$ cat config.mk
export PLATFORM = sky130hd
export DESIGN_NAME = burst_sample_statistics_unit
export DESIGN_NICKNAME = d
export VERILOG_FILES = /design/src/hdl/bss_pkg.sv /design/src/hdl/bss_front.sv /design/src/hdl/bss_queue.sv /design/src/hdl/bss_back.sv /design/src/hdl/burst_sample_statistics_unit.sv
export SDC_FILE = /design/constraint.sdc
export NUM_CORES = 1
export LEC_CHECK = 0
export BUFFER_PORTS_ARGS = -buffer_cell sky130_fd_sc_hd__buf_4
export CORE_AREA = 2 2 225 316
export CTS_CLUSTER_SIZE = 20
export DETAILED_ROUTE_END_ITERATION = 7
export DIE_AREA = 0 0 227 318
export REMOVE_ABC_BUFFERS = 1
export SETUP_SLACK_MARGIN = 0.2
export SYNTH_ARGS = -nofsm -noshare
export SYNTH_HDL_FRONTEND = slang
export SYNTH_SLANG_ARGS = --single-unit
$ cat constraint.sdc
create_clock -name clk_i -period 5.2 [get_ports clk_i]
set_input_delay 0.26 -clock clk_i [delete_from_list [all_inputs] [get_ports clk_i]]
set_output_delay 0.26 -clock clk_i [all_outputs]
set_load 0.02 [all_outputs]
$ cat src/hdl/bss_pkg.sv
// Shared types and constants for the burst sample statistics unit.
// No dependencies; imported by every module of the block.
package bss_pkg;

  localparam int unsigned SAMPLE_W    = 12;
  localparam int unsigned TAG_W       = 5;
  localparam int unsigned QUEUE_DEPTH = 2;

  // What the front tells the back about each accepted item
  typedef enum logic [1:0] {
    KIND_TAG,
    KIND_SAMPLE,
    KIND_LAST
  } entry_kind_e;

  typedef struct packed {
    entry_kind_e         kind;
    logic [SAMPLE_W-1:0] value;
    logic [TAG_W-1:0]    tag;
  } queue_entry_t;

endpackage

$ cat src/hdl/bss_front.sv
// Front end: accepts input items, tracks the position within a burst and
// classifies each item for the back end. Depends on bss_pkg.
module bss_front #(
  parameter int unsigned BURST = 16
) (
  input  logic                          clk_i,
  input  logic                          rst_ni,
  input  logic                          in_valid_i,
  output logic                          in_stall_o,
  input  logic [bss_pkg::SAMPLE_W-1:0]  conversion_i,
  input  logic [bss_pkg::TAG_W-1:0]     channel_tag_i,
  input  logic                          q_full_i,
  output logic                          q_push_o,
  output bss_pkg::queue_entry_t         q_entry_o
);
  import bss_pkg::*;

  localparam int unsigned CW = $clog2(BURST + 1);

  logic [CW-1:0] cnt_q, cnt_d;
  logic          accept;

  assign in_stall_o = q_full_i;
  assign accept     = in_valid_i && !q_full_i;
  assign q_push_o   = accept;

  always_comb begin
    cnt_d           = cnt_q;
    q_entry_o.value = conversion_i;
    q_entry_o.tag   = channel_tag_i;
    q_entry_o.kind  = KIND_SAMPLE;
    if (cnt_q == '0) begin
      // first item of a burst only carries the channel tag
      q_entry_o.kind = KIND_TAG;
    end else if (cnt_q == CW'(BURST)) begin
      q_entry_o.kind = KIND_LAST;
    end
    if (accept) begin
      if (cnt_q == CW'(BURST)) begin
        cnt_d = '0;
      end else begin
        cnt_d = cnt_q + CW'(1);
      end
    end
  end

  always_ff @(posedge clk_i or negedge rst_ni) begin
    if (!rst_ni) begin
      cnt_q <= '0;
    end else begin
      cnt_q <= cnt_d;
    end
  end

endmodule

$ cat src/hdl/bss_queue.sv
// Short FIFO between the front end and the back end.
// Depends on bss_pkg for the entry type and depth.
module bss_queue (
  input  logic                  clk_i,
  input  logic                  rst_ni,
  input  logic                  push_i,
  input  bss_pkg::queue_entry_t entry_i,
  output logic                  full_o,
  output logic                  valid_o,
  input  logic                  pop_i,
  output bss_pkg::queue_entry_t entry_o
);
  import bss_pkg::*;

  localparam int unsigned AW = (QUEUE_DEPTH > 1) ? $clog2(QUEUE_DEPTH) : 1;
  localparam int unsigned NW = $clog2(QUEUE_DEPTH + 1);

  queue_entry_t     slots_q [QUEUE_DEPTH];
  logic [AW-1:0]    wr_ptr_q, rd_ptr_q;
  logic [NW-1:0]    fill_q;
  logic             do_push, do_pop;

  assign full_o  = (fill_q == NW'(QUEUE_DEPTH));
  assign valid_o = (fill_q != '0);
  assign entry_o = slots_q[rd_ptr_q];
  assign do_push = push_i && !full_o;
  assign do_pop  = pop_i && valid_o;

  always_ff @(posedge clk_i) begin
    if (do_push) begin
      slots_q[wr_ptr_q] <= entry_i;
    end
  end

  always_ff @(posedge clk_i or negedge rst_ni) begin
    if (!rst_ni) begin
      wr_ptr_q <= '0;
      rd_ptr_q <= '0;
      fill_q   <= '0;
    end else begin
      if (do_push) begin
        wr_ptr_q <= (wr_ptr_q == AW'(QUEUE_DEPTH - 1)) ? '0 : wr_ptr_q + AW'(1);
      end
      if (do_pop) begin
        rd_ptr_q <= (rd_ptr_q == AW'(QUEUE_DEPTH - 1)) ? '0 : rd_ptr_q + AW'(1);
      end
      if (do_push && !do_pop) begin
        fill_q <= fill_q + NW'(1);
      end else if (do_pop && !do_push) begin
        fill_q <= fill_q - NW'(1);
      end
    end
  end

endmodule

$ cat src/hdl/bss_back.sv
// Back end: insertion sort into a single-port-read store, running sum,
// burst read-out, mean by reciprocal multiply and the result register.
// Depends on bss_pkg.
module bss_back #(
  parameter int unsigned BURST = 16
) (
  input  logic                          clk_i,
  input  logic                          rst_ni,
  input  logic                          q_valid_i,
  input  bss_pkg::queue_entry_t         q_entry_i,
  output logic                          q_pop_o,
  output logic                          out_valid_o,
  input  logic                          out_stall_i,
  output logic [bss_pkg::SAMPLE_W-1:0]  smallest_o,
  output logic [bss_pkg::SAMPLE_W-1:0]  largest_o,
  output logic [bss_pkg::SAMPLE_W-1:0]  average_o,
  output logic [bss_pkg::SAMPLE_W-1:0]  middle_o,
  output logic [bss_pkg::TAG_W-1:0]     channel_out_o
);
  import bss_pkg::*;

  localparam int unsigned AW     = (BURST > 1) ? $clog2(BURST) : 1;
  localparam int unsigned SW     = $clog2(BURST * ((1 << SAMPLE_W) - 1) + 1);
  // Round-up reciprocal: exact quotient for every sum below 2**SW
  localparam int unsigned K      = SW + $clog2(BURST);
  localparam int unsigned RECIP  = ((1 << K) + BURST - 1) / BURST;
  localparam int unsigned PW     = SW + K;

  localparam logic [2:0] S_IDLE  = 3'd0;
  localparam logic [2:0] S_WALK  = 3'd1;
  localparam logic [2:0] S_PLACE = 3'd2;
  localparam logic [2:0] S_RD0   = 3'd3;
  localparam logic [2:0] S_RD1   = 3'd4;
  localparam logic [2:0] S_RD2   = 3'd5;
  localparam logic [2:0] S_RD3   = 3'd6;
  localparam logic [2:0] S_RD4   = 3'd7;
  localparam logic [2:0] S_EMIT  = S_IDLE;

  logic [SAMPLE_W-1:0] mem [BURST];
  logic [SAMPLE_W-1:0] rd_q;
  logic                we;
  logic [AW-1:0]       wa, ra;
  logic [SAMPLE_W-1:0] wd;

  logic [2:0]          state_q, state_d;
  logic                emit_q, emit_d;
  logic [AW-1:0]       filled_q, filled_d;
  logic [AW-1:0]       slot_q, slot_d;
  logic [SAMPLE_W-1:0] val_q, val_d;
  logic                last_q, last_d;
  logic [SW-1:0]       sum_q, sum_d;
  logic [TAG_W-1:0]    chan_q, chan_d;
  logic [SAMPLE_W-1:0] min_q, min_d, max_q, max_d, lo_q, lo_d, hi_q, hi_d;
  logic [PW-1:0]       prod_q, prod_d;
  logic                ins_done;
  logic [SAMPLE_W:0]   mid_sum;

  logic                out_valid_q, out_valid_d;
  logic [SAMPLE_W-1:0] smallest_q, largest_q, average_q, middle_q;
  logic [TAG_W-1:0]    channel_q;
  logic                load_out;

  assign mid_sum = {1'b0, lo_q} + {1'b0, hi_q};

  always_comb begin
    state_d     = state_q;
    emit_d      = emit_q;
    filled_d    = filled_q;
    slot_d      = slot_q;
    val_d       = val_q;
    last_d      = last_q;
    sum_d       = sum_q;
    chan_d      = chan_q;
    min_d       = min_q;
    max_d       = max_q;
    lo_d        = lo_q;
    hi_d        = hi_q;
    prod_d      = prod_q;
    we          = 1'b0;
    wa          = '0;
    wd          = val_q;
    ra          = '0;
    q_pop_o     = 1'b0;
    ins_done    = 1'b0;
    load_out    = 1'b0;
    out_valid_d = out_valid_q && out_stall_i;

    if (emit_q) begin
      // hold the finished burst until the result register frees up
      if (!out_valid_q || !out_stall_i) begin
        load_out    = 1'b1;
        out_valid_d = 1'b1;
        emit_d      = 1'b0;
      end
    end else begin
      case (state_q)
        S_IDLE: begin
          if (q_valid_i) begin
            q_pop_o = 1'b1;
            case (q_entry_i.kind)
              KIND_TAG: begin
                chan_d = q_entry_i.tag;
              end
              KIND_SAMPLE, KIND_LAST: begin
                val_d  = q_entry_i.value;
                last_d = (q_entry_i.kind == KIND_LAST);
                sum_d  = sum_q + SW'(q_entry_i.value);
                if (filled_q == '0) begin
                  we       = 1'b1;
                  wa       = '0;
                  wd       = q_entry_i.value;
                  ins_done = 1'b1;
                end else begin
                  ra      = filled_q - AW'(1);
                  slot_d  = filled_q;
                  state_d = S_WALK;
                end
              end
              default: begin
              end
            endcase
          end
        end
        S_WALK: begin
          // rd_q holds the entry just below the hole
          if (rd_q > val_q) begin
            we     = 1'b1;
            wa     = slot_q;
            wd     = rd_q;
            slot_d = slot_q - AW'(1);
            if (slot_q == AW'(1)) begin
              state_d = S_PLACE;
            end else begin
              ra = slot_q - AW'(1) - AW'(1);
            end
          end else begin
            we       = 1'b1;
            wa       = slot_q;
            wd       = val_q;
            ins_done = 1'b1;
          end
        end
        S_PLACE: begin
          we       = 1'b1;
          wa       = slot_q;
          wd       = val_q;
          ins_done = 1'b1;
        end
        S_RD0: begin
          ra      = '0;
          state_d = S_RD1;
        end
        S_RD1: begin
          min_d   = rd_q;
          ra      = AW'(BURST - 1);
          state_d = S_RD2;
        end
        S_RD2: begin
          max_d   = rd_q;
          ra      = AW'(BURST / 2 - 1);
          state_d = S_RD3;
        end
        S_RD3: begin
          lo_d    = rd_q;
          ra      = AW'(BURST / 2);
          state_d = S_RD4;
        end
        S_RD4: begin
          hi_d    = rd_q;
          prod_d  = PW'(sum_q) * PW'(RECIP);
          sum_d   = '0;
          emit_d  = 1'b1;
          state_d = S_EMIT;
        end
        default: begin
          state_d = S_IDLE;
        end
      endcase

      if (ins_done) begin
        if (last_d) begin
          filled_d = '0;
          state_d  = S_RD0;
        end else begin
          filled_d = filled_q + AW'(1);
          state_d  = S_IDLE;
        end
      end
    end
  end

  // sorted store: one write and one registered read per cycle
  always_ff @(posedge clk_i) begin
    if (we) begin
      mem[wa] <= wd;
    end
    rd_q <= mem[ra];
  end

  always_ff @(posedge clk_i) begin
    slot_q <= slot_d;
    val_q  <= val_d;
    min_q  <= min_d;
    max_q  <= max_d;
    lo_q   <= lo_d;
    hi_q   <= hi_d;
    prod_q <= prod_d;
    if (load_out) begin
      smallest_q <= min_q;
      largest_q  <= max_q;
      average_q  <= prod_q[K +: SAMPLE_W];
      middle_q   <= mid_sum[SAMPLE_W:1];
      channel_q  <= chan_q;
    end
  end

  always_ff @(posedge clk_i or negedge rst_ni) begin
    if (!rst_ni) begin
      state_q     <= S_IDLE;
      emit_q      <= 1'b0;
      filled_q    <= '0;
      last_q      <= 1'b0;
      sum_q       <= '0;
      chan_q      <= '0;
      out_valid_q <= 1'b0;
    end else begin
      state_q     <= state_d;
      emit_q      <= emit_d;
      filled_q    <= filled_d;
      last_q      <= last_d;
      sum_q       <= sum_d;
      chan_q      <= chan_d;
      out_valid_q <= out_valid_d;
    end
  end

  assign out_valid_o   = out_valid_q;
  assign smallest_o    = smallest_q;
  assign largest_o     = largest_q;
  assign average_o     = average_q;
  assign middle_o      = middle_q;
  assign channel_out_o = channel_q;

endmodule

$ cat src/hdl/burst_sample_statistics_unit.sv
// Top level of the burst sample statistics unit.
// Instantiates bss_front, bss_queue and bss_back; depends on bss_pkg.
//
//   channel | handshake              | payload
//   --------+------------------------+---------------------------------------
//   in      | in_valid_i / in_stall_o | conversion_i, channel_tag_i
//   out     | out_valid_o / out_stall_i | smallest_o, largest_o, average_o,
//           |                        | middle_o, channel_out_o
//
// The front takes one item a cycle while the two-entry queue has room.
// The back takes a tag item or the first counted sample of a burst straight
// from idle; each later sample walks the store and shifts s store slots (at
// most BURST-1) one at a time, as the store has a single read port.
// A burst end adds read-out (S_RD0 to S_RD4) and mean calculation before the
// result is registered.
// Reset clears control state; the sorted store is not cleared.
// The result register holds under out_stall_i; the front meanwhile fills the queue until it is full.
module burst_sample_statistics_unit #(
  parameter int unsigned BURST = 16
) (
  input  logic                          clk_i,
  input  logic                          rst_ni,
  input  logic                          in_valid_i,
  output logic                          in_stall_o,
  input  logic [bss_pkg::SAMPLE_W-1:0]  conversion_i,
  input  logic [bss_pkg::TAG_W-1:0]     channel_tag_i,
  output logic                          out_valid_o,
  input  logic                          out_stall_i,
  output logic [bss_pkg::SAMPLE_W-1:0]  smallest_o,
  output logic [bss_pkg::SAMPLE_W-1:0]  largest_o,
  output logic [bss_pkg::SAMPLE_W-1:0]  average_o,
  output logic [bss_pkg::SAMPLE_W-1:0]  middle_o,
  output logic [bss_pkg::TAG_W-1:0]     channel_out_o
);
  import bss_pkg::*;

  logic         q_push, q_full, q_valid, q_pop;
  queue_entry_t q_wr_entry, q_rd_entry;

  bss_front #(
    .BURST(BURST)
  ) u_front (
    .clk_i        (clk_i),
    .rst_ni       (rst_ni),
    .in_valid_i   (in_valid_i),
    .in_stall_o   (in_stall_o),
    .conversion_i (conversion_i),
    .channel_tag_i(channel_tag_i),
    .q_full_i     (q_full),
    .q_push_o     (q_push),
    .q_entry_o    (q_wr_entry)
  );

  bss_queue u_queue (
    .clk_i  (clk_i),
    .rst_ni (rst_ni),
    .push_i (q_push),
    .entry_i(q_wr_entry),
    .full_o (q_full),
    .valid_o(q_valid),
    .pop_i  (q_pop),
    .entry_o(q_rd_entry)
  );

  bss_back #(
    .BURST(BURST)
  ) u_back (
    .clk_i        (clk_i),
    .rst_ni       (rst_ni),
    .q_valid_i    (q_valid),
    .q_entry_i    (q_rd_entry),
    .q_pop_o      (q_pop),
    .out_valid_o  (out_valid_o),
    .out_stall_i  (out_stall_i),
    .smallest_o   (smallest_o),
    .largest_o    (largest_o),
    .average_o    (average_o),
    .middle_o     (middle_o),
    .channel_out_o(channel_out_o)
  );

endmodule

# Yosys cells after proc, flatten, opt, wreduce, memory -nomap -nowiden
# Memories as Yosys holds them, arrays and structs flattened. A register that Yosys moved wholly into a read port is not among the register bits.
# Index checks and enable logic that the tools add are counted.
# W data, S select, Z words.
[totals]
register_bits = 173
ram_bits = 230
word_cells = 157
out_inout_bits = 55
inputBits = 21
mem_count = 2
[memory_table]
columns = ["memory", "depth", "width", "rd", "rd_clocked_by_memory_dff", "wr", "line_no", "rtl"]
rows = [
  ["u_back.mem", 16, 12, 1, 1, 1, "bss_back.sv:39", "logic [SAMPLE_W-1:0] mem [BURST];"],
  ["u_queue.slots_q", 2, 19, 1, 0, 1, "bss_queue.sv:18", "queue_entry_t slots_q [QUEUE_DEPTH];"],
]
[op_classes]
n_reduce_logical = 33
muxes = 65
n_eq_ne = 21
addsub = 11
bitwise_logic = 1
magnitude_cmp = 1
[ops]
columns = ["operator", "count"]
rows = [
  ["$mux W12", 5],
  ["$mux W4", 13],
  ["$mux W16", 2],
  ["$pmux W16 S2", 1],
  ["$mux W1", 26],
  ["$pmux W12 S2", 1],
  ["$pmux W3 S7", 1],
  ["$pmux W4 S5", 1],
  ["$mux W3", 6],
  ["$add A16 B12 Y16", 1],
  ["$add A12 B12 Y13", 1],
  ["$eq A3 B3 Y1 const B", 4],
  ["$gt A12 B12 Y1", 1],
  ["$reduce_and A4 Y1", 3],
  ["$sub A4 B1 Y4 const B", 3],
  ["$mux W2", 5],
  ["$reduce_and A2 Y1", 5],
  ["$ne A3 B1 Y1 const B", 3],
  ["$pmux W4 S2", 1],
  ["$reduce_bool A2 Y1", 4],
  ["$reduce_bool A8 Y1", 1],
  ["$reduce_and A7 Y1", 1],
  ["$eq A3 B2 Y1 const B", 2],
  ["$logic_and A1 B1 Y1", 6],
  ["other kinds (26)", 35],
]

# Longest topological paths before layout
# Gate-level depths: netlist of run 1.
# An unclocked memory read counts as a cell.
[logic_depth]
word_depth = 9
ltp_mapped = 14
mapped_depth_nobuf = 12

# Modules after synthesis
# A second synthesis of run 1 with hierarchy kept.
[hier_totals]
cells_unflattened = 1214
area_unflattened_um2 = 17511.8
[by_module_without_submodules]
columns = ["module", "cells_each", "area_each_um2", "n_inst", "seq_area_each_um2"]
rows = [
  ["bss_back", 1090, 15413.5, 1, 10655.2],
  ["bss_queue", 78, 1666.6, 1, 1241.2],
  ["bss_front", 46, 431.7, 1, 125.1],
]

# Worst setup path before layout of run 1
# OpenSTA, ideal clock, no wires.
[synth_timing]
kind = "register -> register"
startpoint = "register u_back.emit_q"
endpoint = "register u_back.average_q[0] (netlist: u_back.average_o[0]) (enable)"
n_path_buf = 0
path_slack_ns = 1.516
required_ns = 4.719
setup_time_ns = 0.481
path_stages_with_launch = 3
period_less_slack_ns = 3.684
arrival_time_ns = 3.203
path_cell_list = "dfrtp_1 clkinv_1 a21oi_1"
[synth_via]
elab_chain_cells = 1
[synth_rtl]
columns = ["element", "line_no", "rtl"]
rows = [
  ["start, declared", "bss_back.sv:46", "logic emit_q, emit_d;"],
  ["start signal, assigned", "bss_back.sv:228", "emit_q <= emit_d;"],
  ["$mux W1", "bss_back.sv:88", "if (emit_q) begin"],
  ["named net u_back.load_out", "bss_back.sv:61", "logic load_out;"],
  ["end signal, assigned", "bss_back.sv:211", "average_q <= prod_q[K +: SAMPLE_W];"],
  ["end, declared", "bss_back.sv:59", "logic [SAMPLE_W-1:0] smallest_q, largest_q, average_q, middle_q;"],
]
# The timed path passes the listed nets, and every way through them passes these cells.
# A chain may end at the register's enable or synchronous reset.

# Worst setup path after layout of run 1
[layout_timing]
startpoint = "register u_back.state_q[1]"
endpoint = "register u_back.rd_q[9] (read register of u_back.mem)"
[layout_via]
elab_chain_cells = 3
word_cells_on_any_way = 7
cone_classes = "eq/ne: 4; mux: 2; reduce/logical: 1"
[layout_rtl]
columns = ["element", "line_no", "rtl"]
rows = [
  ["start, declared", "bss_back.sv:45", "logic [2:0] state_q, state_d;"],
  ["start signal, assigned", "bss_back.sv:227", "state_q <= state_d;"],
  ["$eq A3 B3 Y1 (tied with other cells)", "bss_back.sv:96", "case (state_q)"],
  ["$pmux W4 S5 *", "bss_back.sv:96", ""],
  ["$mux W4 *", "bss_back.sv:88", ""],
  ["end, declared", "bss_back.sv:40", "logic [SAMPLE_W-1:0] rd_q;"],
]
# Mark *: on every way between the ends. The rest lies on a longest branch, timed or not.

==> metrics.md, run 1 <==
| Metric | Value |
|---|---|
| Final ANT Viol Nets | `0` |
| Util after Layout | `29.7%` |
| DRT iter0 DRCs | `610` |
| Crit path max fanout | `18` |
| Required time of the critical path | `5.60 ns` |
| Slew HR | `13.5%` |
| Fin cells | `2282` |
| Clk root buf | `clkbuf_16` |
| Fillers | `6922` |
| F_max | `244 MHz` |
| Setup slack at placement | `1.14 ns` |
| Commonest non-fill, non-tap cell in the layout | `edfxtp_1` |
| Crit path from | `u_back.state_q[1]` |
| Die area | `72200 um2` |
| Seq pwr share | `38.5%` |
| Pint | `0.00837 W` |
| Clk_lat worst skew | `0.58 ns` |
| Setup Fix Bufs, Post-CTS | `0` |
| Number of synthesized flops with an enable pin | `359` |
| Layout cells sized above 1 | `17.2%` |
| Initial Util | `24.7%` |
| Num CTS Buffers | `43` |
| Crit. End Element | `flip-flop` |
| First-pass GRT wire length | `61700 um` |
| Final setup violating endpoints | `0` |
| Largest net degree at the start of global routing | `68` |
| Largest regs | `u_back.mem (192), u_queue.slots_q (38), u_back.sum_q (16)` |
| Slew Viols, Final | `0` |
| Die X-Extent | `227 um` |
| Sw Share | `37.2%` |
| Clk buf depth | `3` |
| CP endpoint | `u_back.rd_q[9]` |
| P_sw | `0.00495 W` |
| Tightest Pin Transition | `1.30 ns` |
| Comb power frac | `37.1%` |
| Remaining global-route overflow | `0` |
| P_leak | `7.28 nW` |
| #FFs+latches synth | `411` |
| Setup Skew | `0.0288 ns` |
| Hold Vio Cnt, Final | `0` |
| DRC Markers | `0` |
| RSZ-0062 raised after global routing | `false` |
| Adder-cell share of the synthesized area | `3.65%` |
| Mux cell area share after synthesis | `5.37%` |
| # placed instances | `2183` |
| Via density | `4.48` |
| Post-synthesis compound-gate area fraction | `9.51%` |
| FP Rows | `115` |
| Fin nets | `1381` |
| Syn-to-layout area delta | `20.5%` |
| Final worst-path cycle share | `78.8%` |
| Clock Sinks | `411` |
| PnR worst setup slack | `1.10 ns` |
| Final worst path period need | `4.10 ns` |
| I/O pin cnt | `76` |
| CTS tree | `done` |
| Largest register FFs | `192` |
| Via Count | `10200` |
| Most frequent cells in the layout | `359 x edfxtp_1, 109 x buf_4, 85 x o21ai_0` |
| Setup TNS | `0 ns` |
| Synth Area in XOR/XNOR | `1.68%` |
| Total global routing track utilization | `11.1%` |
| Hpwl dp | `26000 um` |
| H-tree depth | `2` |
| RR Endpoint | `u_back.rd_q[9]` |
| Ys async rst share | `9.73%` |
| Min-delay worst type | `in2reg` |
| Total core area | `69600 um2` |
| Post-CTS sizing | `0` |
| Wire length per cell | `17.6 um` |
| Vias in the first global route | `10500` |
| Synthesized cell area | `17200 um2` |
| Maximum vdd drop | `0.413 mV` |
| CP arrival | `4.49 ns` |
| Reg2reg path depth | `9` |
| Reg2Reg Launch Point | `u_back.state_q[1]` |
| Main combinational cell family by area after synthesis | `compound AO/OA/AOI/OAI gates` |
| Synth Area in Simple Gates | `7.69%` |
| Placed cell area | `19000 um2` |
| PortBufs | `75` |
| Die H | `318 um` |
| Cells after synthesis | `1186` |
| Post-synthesis sequential area ratio | `69.9%` |
| Biggest register | `u_back.mem` |
| Flop2flop setup slack | `1.10 ns` |
| Setup CP Type | `reg2reg` |
| GP Congestion | `0.814` |
| CTS clk-pin slew, worst paths | `0.07 ns` |
| Drt pass-1 iters | `5` |
| Initial antenna violation count | `0` |
| Hold buffers post-CTS | `19` |
| Pwr/cell area | `643 nW/um2` |
| Status | `complete, no violations` |
| Count of cell types in the netlist | `69` |
| Antenna Cells | `0` |
| Routed wire length | `40100 um` |
| Mean post-synth cell area | `14.5 um2` |
| Worst setup SP type | `flip-flop` |
| Clock network power share | `24.4%` |
| Max Cap Violations | `0` |
| Main flop type after synthesis | `edfxtp_1` |
| Final instance area | `20700 um2` |
| Synth Warn # | `0` |
## routing by layer
metal,GRT usage (%),share of wire [%],vias to the layer above
met5,0,0,-
met4,5.14,3.8,0
met3,1.81,4.2,87
met2,19.3,51,238
met1,13.4,41,5144
li1,-,-,4765
## worst max-delay path: stages, from the launching register on
cell       delay [ns]
dfrtp_1          0.52
or3_1            0.73
nor2_4           0.25
nand2_2          0.11
o21a_1           0.22
o22ai_2          0.83
and2_1           0.68
a221oi_2         0.20
o211ai_1         0.15
o2111ai_1        0.20
## how the worst min path moves through the flow
stage                     from          endpoint  slack, ns  depth (start not counted)
global placement        rst_ni  u_back.sum_q[15]       0.29                          1
global route        in_valid_i  u_queue.wr_ptr_q       0.04                          3
CTS                 in_valid_i  u_queue.wr_ptr_q     0.0006                          3
floorplan               rst_ni  u_back.chan_q[0]      -0.04                          0
detailed placement      rst_ni  u_back.sum_q[15]       0.30                          1
finish              in_valid_i  u_queue.wr_ptr_q       0.03                          3
## final cells by class
class / count / area [um2] / area share, %
Clock buffer: 55 / 1170 / 5.66
Clock inverter: 25 / 342 / 1.65
Inverter: 40 / 150 / 0.725
Multi-Input combinational cell: 687 / 4840 / 23.4
Sequential cell: 411 / 12000 / 58.1
Tap cell: 936 / 1170 / 5.66
Timing Repair Buffer: 128 / 1010 / 4.87
## cell families (layout without fill, tap and decap cells)
group | Yosys count | count (layout)
and+or+nand+nor | 281 | 281
DFF | 411 | 411
buffers and inverters | 88 | 248
xor gates and xnor gates | 33 | 33
muxes | 87 | 87
AOI/OAI and AO/OA | 237 | 237
adders and majority gates | 49 | 49
## power by group through the flow
stage,Sequential (W),Clock [W],Combinational (W)
floorplan,0.00515,0,0.00314
global placement,0.00517,0,0.00485
detailed placement,0.00520,0,0.00495
CTS,0.00513,0.00332,0.00498
global route,0.00520,0.00345,0.00542
finish,0.00513,0.00326,0.00494
## through the flow
stage | hold slack, ns | power [W]
2_1_floorplan | -0.0356 | 0.00830
3_3_place_gp | 0.289 | 0.0100
3_5_place_dp | 0.300 | 0.0102
4_1_cts | 0.000631 | 0.0134
5_1_grt | 0.0367 | 0.0141
6_report | 0.0274 | 0.0133
## cell usage after synthesis, types with 6 or more instances
library cell  count  area (um2)
a21o_1            9        67.6
a21oi_1          23         115
a221oi_2          8         120
a2bb2oi_1        12         105
buf_2            11        55.1
clkbuf_1         32         120
dfrtp_1          40        1000
dfxtp_1          12         240
edfxtp_1        359       10800
ha_1             47         588
inv_1            37         139
mux2_1           15         169
mux2_2           26         293
mux2i_1          46         460
nand2_1          74         278
nand3_1          22         110
nor2_1           80         300
nor2b_1           6        37.5
nor3_1           43         215
o2111ai_1         8        70.1
o211ai_1         24         180
o21ai_0          85         425
o21ai_1           7        35.0
o31ai_1          16         120
or3_1            21         131
xnor2_1          21         184
xor2_1           12         105
No activity file was read; power rests on OpenSTA's default activity.
==> inputs of run 2 (changes only) <==
==> constraint.sdc (replaced) <==
create_clock -name clk_i -period 3.65 [get_ports clk_i]
set_input_delay 0.1825 -clock clk_i [delete_from_list [all_inputs] [get_ports clk_i]]
set_output_delay 0.1825 -clock clk_i [all_outputs]
set_load 0.02 [all_outputs]
==> metrics.md, run 2 (same netlist as run 1, synthesis figures left out) <==
| Metric | Value |
|---|---|
| Worst setup SP type | `flip-flop` |
| Setup CP Type | `reg2reg` |
| DRC Markers | `0` |
| Clk_lat worst skew | `0.58 ns` |
| Initial antenna violation count | `0` |
| PortBufs | `75` |
| Crit path buf inv count | `2` |
| Setup Skew | `0.0330 ns` |
| RR Endpoint | `u_back.rd_q[3]` |
| Wire length per cell | `17.8 um` |
| Biggest register | `u_back.mem` |
| Final worst-path cycle share | `92.2%` |
| Layout cells sized above 1 | `19.8%` |
| Crit path max fanout | `28` |
| Placed cell area | `19300 um2` |
| Drt pass-1 iters | `5` |
| Tightest Pin Transition | `0.979 ns` |
| Maximum vdd drop | `0.634 mV` |
| FP Rows | `115` |
| Slew Viols, Final | `0` |
| Min-delay worst type | `in2async` |
| Pwr/cell area | `929 nW/um2` |
| Setup TNS | `0 ns` |
| GP Congestion | `0.820` |
| Largest regs | `u_back.mem (192), u_queue.slots_q (38), u_back.sum_q (16)` |
| Total global routing track utilization | `11.5%` |
| P_leak | `7.47 nW` |
| Fin cells | `2324` |
| Die H | `318 um` |
| CP arrival | `3.74 ns` |
| Fin nets | `1424` |
| Required time of the critical path | `4.03 ns` |
| Vias in the first global route | `10800` |
| Hpwl dp | `27600 um` |
| Clk root buf | `clkbuf_16` |
| CP peak stage delay | `0.47 ns` |
| Via density | `4.47` |
| Most frequent cells in the layout | `359 x edfxtp_1, 146 x buf_4, 85 x o21ai_0` |
| RSZ-0062 raised after global routing | `true` |
| Routed wire length | `41300 um` |
| Largest net degree at the start of global routing | `68` |
| CTS tree | `done` |
| Worst path cell trace | `inv_1 -> ha_1 -> nand4_1 -> or3_4 -> and3_1 -> o31a_1 -> o21ai_4 -> buf_12 -> mux2_1 -> o211ai_1 -> o2111ai_2` |
| Clk buf depth | `3` |
| Commonest non-fill, non-tap cell in the layout | `edfxtp_1` |
| Total core area | `69600 um2` |
| F_max | `297 MHz` |
| First-pass GRT wire length | `63700 um` |
| # placed instances | `2223` |
| Status | `complete, no violations` |
| I/O pin cnt | `76` |
| Final setup violating endpoints | `0` |
| Setup slack at placement | `0.210 ns` |
| Final ANT Viol Nets | `0` |
| PnR worst setup slack | `0.284 ns` |
| Crit. End Element | `flip-flop` |
| Antenna Cells | `0` |
| Via Count | `10400` |
| Final instance area | `21000 um2` |
| Max Cap Violations | `0` |
| Final worst path period need | `3.37 ns` |
| Hold Vio Cnt, Final | `0` |
| Syn-to-layout area delta | `22.1%` |
| Die X-Extent | `227 um` |
| Remaining global-route overflow | `0` |
| Flop2flop setup slack | `0.28 ns` |
| Family with the most delay on the worst path | `compound AO/OA/AOI/OAI gates` |
| H-tree depth | `2` |
| Slew HR | `34.5%` |
| Num CTS Buffers | `43` |
| Die area | `72200 um2` |
| CTS clk-pin slew, worst paths | `0.06 ns` |
| Largest register FFs | `192` |
| Reg2reg path depth | `11` |
| CP max stage cell | `or3_4` |
| DRT iter0 DRCs | `784` |
| Clock Sinks | `411` |
| Initial Util | `24.7%` |
| Reg2Reg Launch Point | `u_back.val_q[10]` |
run 2: how the worst max path moves through the flow:
| stage | from | cells after the start | end |
|---|---|---|---|
| finish | u_back.val_q[10] | 11 | u_back.rd_q[3] |
| global route | u_back.val_q[9] | 11 | u_back.rd_q[3] |
| CTS | u_back.val_q[10] | 12 | u_back.rd_q[0] |
| detailed placement | u_back.val_q[10] | 11 | u_back.rd_q[3] |
| global placement | u_queue.rd_ptr_q | 13 | u_back.sum_q[14] |
| floorplan | u_back.state_q[0] | 9 | u_back.rd_q[5] |
run 2: cell type report:
type	instances	area, um2
Inverter	40	150
Multi-Input combinational cell	687	4860
Sequential cell	411	12000
Clock inverter	17	205
Fill cell	6987	48700
Tap cell	936	1170
Clock buffer	62	1180
Timing Repair Buffer	171	1400
run 2: power breakdown:
| part | leakage [nW] | internal [W] | total [W] | switching, W |
|---|---|---|---|---|
| clock | 0.671 | 0.00249 | 0.00432 | 0.00183 |
| combinational | 2.92 | 0.00294 | 0.00799 | 0.00505 |
| sequential | 3.88 | 0.00668 | 0.00718 | 0.000501 |
| total | 7.47 | 0.0121 | 0.0195 | 0.00738 |
run 2: per-stage QoR:
stage               util, %  hold slack, ns  power, W
floorplan                 -          -0.113    0.0118
global placement       27.8           0.217    0.0150
detailed placement     27.8           0.226    0.0152
CTS                    30.1           0.151    0.0196
global route           30.1           0.181    0.0206
finish                 30.1           0.162    0.0195
run 2: routing by layer:
layer	track usage, %	vias up	routed length (um)
met5	0	-	0
met4	4.92	0	1450
met3	2.16	81	1710
met2	20.4	211	21200
met1	13.5	5241	17000
li1	-	4853	-
run 2: timing repair:
action / in CTS / in global routing
pin swaps: 0 / 1
buffers inserted: 0 / 2
hold buffers: 20 / 0
setup endpoints to repair: 2 / 7
gates resized for setup: 2 / 6
hold endpoints to repair: 77 / 0
==> inputs of run 3 (changes only) <==
--- a/config.mk
+++ b/config.mk
@@ -10,6 +10,7 @@
 export CTS_CLUSTER_SIZE = 20
 export DETAILED_ROUTE_END_ITERATION = 7
 export DIE_AREA = 0 0 227 318
+export PLACE_DENSITY_LB_ADDON = 0.2
 export REMOVE_ABC_BUFFERS = 1
 export SETUP_SLACK_MARGIN = 0.2
 export SYNTH_ARGS = -nofsm -noshare
==> metrics.md, run 3 (same netlist as run 1, synthesis figures left out) <==
| Metric | Value |
|---|---|
| Status | `complete, no violations` |
| Metal-1 WL | `18000 um` |
| Crit path max fanout | `20` |
| Met2 wire length | `23000 um` |
| Tightest Pin Transition | `1.03 ns` |
| Detail Route met3 WL | `1190 um` |
| Hold slack | `0.146 ns` |
| Sw Share | `37.3%` |
| Pint | `0.0123 W` |
| Maximum vdd drop | `0.464 mV` |
| Initial Util | `24.7%` |
| Clk root buf | `clkbuf_16` |
| Commonest non-fill, non-tap cell in the layout | `edfxtp_1` |
| Final worst path period need | `3.28 ns` |
| Most frequent cells in the layout | `359 x edfxtp_1, 149 x buf_4, 77 x nor2_1` |
| Vias in the first global route | `10400` |
| Via Count | `10200` |
| Pwr/cell area | `930 nW/um2` |
| Syn-to-layout area delta | `22.8%` |
| Final ANT Viol Nets | `0` |
| Total global routing track utilization | `12.0%` |
| Clock Sinks | `411` |
| I/O pin cnt | `76` |
| Wire length per cell | `18.6 um` |
| # placed instances | `2222` |
| Setup CP Type | `reg2reg` |
| Clock network power share | `23.4%` |
| DRT iter0 DRCs | `385` |
| Fin nets | `1429` |
| Required time of the critical path | `4.06 ns` |
| First-pass GRT wire length | `65400 um` |
| RSZ-0062 raised after global routing | `false` |
| Worst setup SP type | `flip-flop` |
| Remaining global-route overflow | `0` |
| CTS tree | `done` |
| P_leak | `7.54 nW` |
| Die area | `72200 um2` |
| Clk buf depth | `3` |
| Total core area | `69600 um2` |
| CP arrival | `3.69 ns` |
| Die X-Extent | `227 um` |
| Largest regs | `u_back.mem (192), u_queue.slots_q (38), u_back.sum_q (16)` |
| Final worst-path cycle share | `89.8%` |
| Largest net degree at the start of global routing | `54` |
| GP Congestion | `0.762` |
| Biggest register | `u_back.mem` |
| Comb power frac | `39.9%` |
| Via density | `4.38` |
| P_sw | `0.00731 W` |
| Num CTS Buffers | `44` |
| F_max | `305 MHz` |
| DRC Markers | `0` |
| Max Cap Violations | `0` |
| Setup TNS | `0 ns` |
| Routed wire length | `43300 um` |
| Layout cells sized above 1 | `20.3%` |
| Drt pass-1 iters | `4` |
| Seq pwr share | `36.7%` |
| Die H | `318 um` |
| Area of the multi-input gates | `4860 um2` |
| Fin cells | `2330` |
| FP Rows | `115` |
| Min-delay worst type | `in2async` |
| Setup Skew | `0.0260 ns` |
| Slew Viols, Final | `0` |
| Max layer used | `met4` |
| Initial antenna violation count | `0` |
| Largest register FFs | `192` |
| H-tree depth | `2` |
| Reg area | `12000 um2` |
| CTS clk-pin slew, worst paths | `0.06 ns` |
| Final setup violating endpoints | `0` |
| Hpwl dp | `28800 um` |
| Crit. End Element | `flip-flop` |
| Hold Vio Cnt, Final | `0` |
| Antenna Cells | `0` |
| Clk_lat worst skew | `0.57 ns` |
| Fillers | `7067` |
| PortBufs | `75` |
| Slew HR | `31.6%` |
-- run 3: cell types whose count changed in the layout (fill, tap and decap cells not counted), moves of 3 or more --
| cell | before | now |
|---|---|---|
| clkinv_1 | 3 | 7 |
| clkbuf_8 | 3 | 8 |
| clkbuf_1 | 16 | 11 |
| clkbuf_16 | 43 | 46 |
| o21ai_0 | 85 | 76 |
| o21ai_1 | 7 | 16 |
| o2111ai_2 | 3 | 0 |
| o2111ai_1 | 5 | 8 |
| inv_6 | 4 | 0 |
| buf_4 | 146 | 149 |
-- run 3: final cells by class --
cell class,instances,share of cell area [%]
Sequential cell,411,57.0
Multi-Input combinational cell,688,23.0
Timing Repair Buffer,174,6.64
Clock buffer,65,6.17
Tap cell,936,5.55
Clock inverter,16,0.925
Inverter,40,0.712
-- run 3: worst max-delay path, stage by stage, from the launching register on --
cell,delay (ns)
dfrtp_2,0.44
buf_4,0.15
mux2i_1,0.20
ha_1,0.28
o21ai_1,0.23
nor2_4,0.08
nand2_2,0.14
o21ai_4,0.10
buf_4,0.15
o21ai_4,0.20
buf_12,0.20
mux2_2,0.34
o21ai_0,0.41
o2111ai_1,0.16
-- run 3: power groups by stage --
stage	clock network, W	logic (W)	registers [W]
2_1_floorplan	0	0.00447	0.00734
6_report	0.00459	0.00783	0.00720
3_3_place_gp	0	0.00776	0.00730
3_5_place_dp	0	0.00781	0.00731
4_1_cts	0.00474	0.00791	0.00722
5_1_grt	0.00490	0.00861	0.00730
-- run 3: repair_timing --
item | 4_1_cts | 5_1_grt
setup buffers | 0 | 6
pin swaps | 1 | 3
endpoints found under the hold margin | 77 | 0
cloned | 1 | 0
hold buffers | 20 | 0
endpoints found under the setup margin | 9 | 14
gates resized for setup | 3 | 12
-- run 3: per-stage QoR --
stage / setup slack [ns] / area [um2] / total power, W / utilization, %
2_1_floorplan: -0.452 / 17000 / 0.0118 / -
3_3_place_gp: 0.0731 / 19300 / 0.0151 / 27.7
3_5_place_dp: 0.0925 / 19300 / 0.0151 / 27.7
4_1_cts: 0.173 / 21000 / 0.0199 / 30.2
5_1_grt: 0.203 / 21100 / 0.0208 / 30.3
6_report: 0.374 / 21100 / 0.0196 / 30.3
-- run 3: final timing paths --
check                                  start               endpoint  slack [ns]  cells past startpoint
max in group asynchronous             rst_ni       u_queue.rd_ptr_q        3.07                      2
min                                   rst_ni       u_back.chan_q[0]        0.15                      2
min reg2reg                u_back.prod_q[25]    u_back.average_o[5]        0.42                      0
max reg2reg                 u_queue.rd_ptr_q         u_back.rd_q[1]        0.37                     13
min in group clk_i          channel_tag_i[4]  u_queue.slots_q[0][4]        0.33                      2
max                         u_queue.rd_ptr_q         u_back.rd_q[1]        0.37                     13
-- run 3: routing by layer --
layer	track usage [%]	vias up
met5	0	-
met4	3.59	0
met3	1.79	54
met2	22.1	154
met1	14.2	5129
li1	-	4866
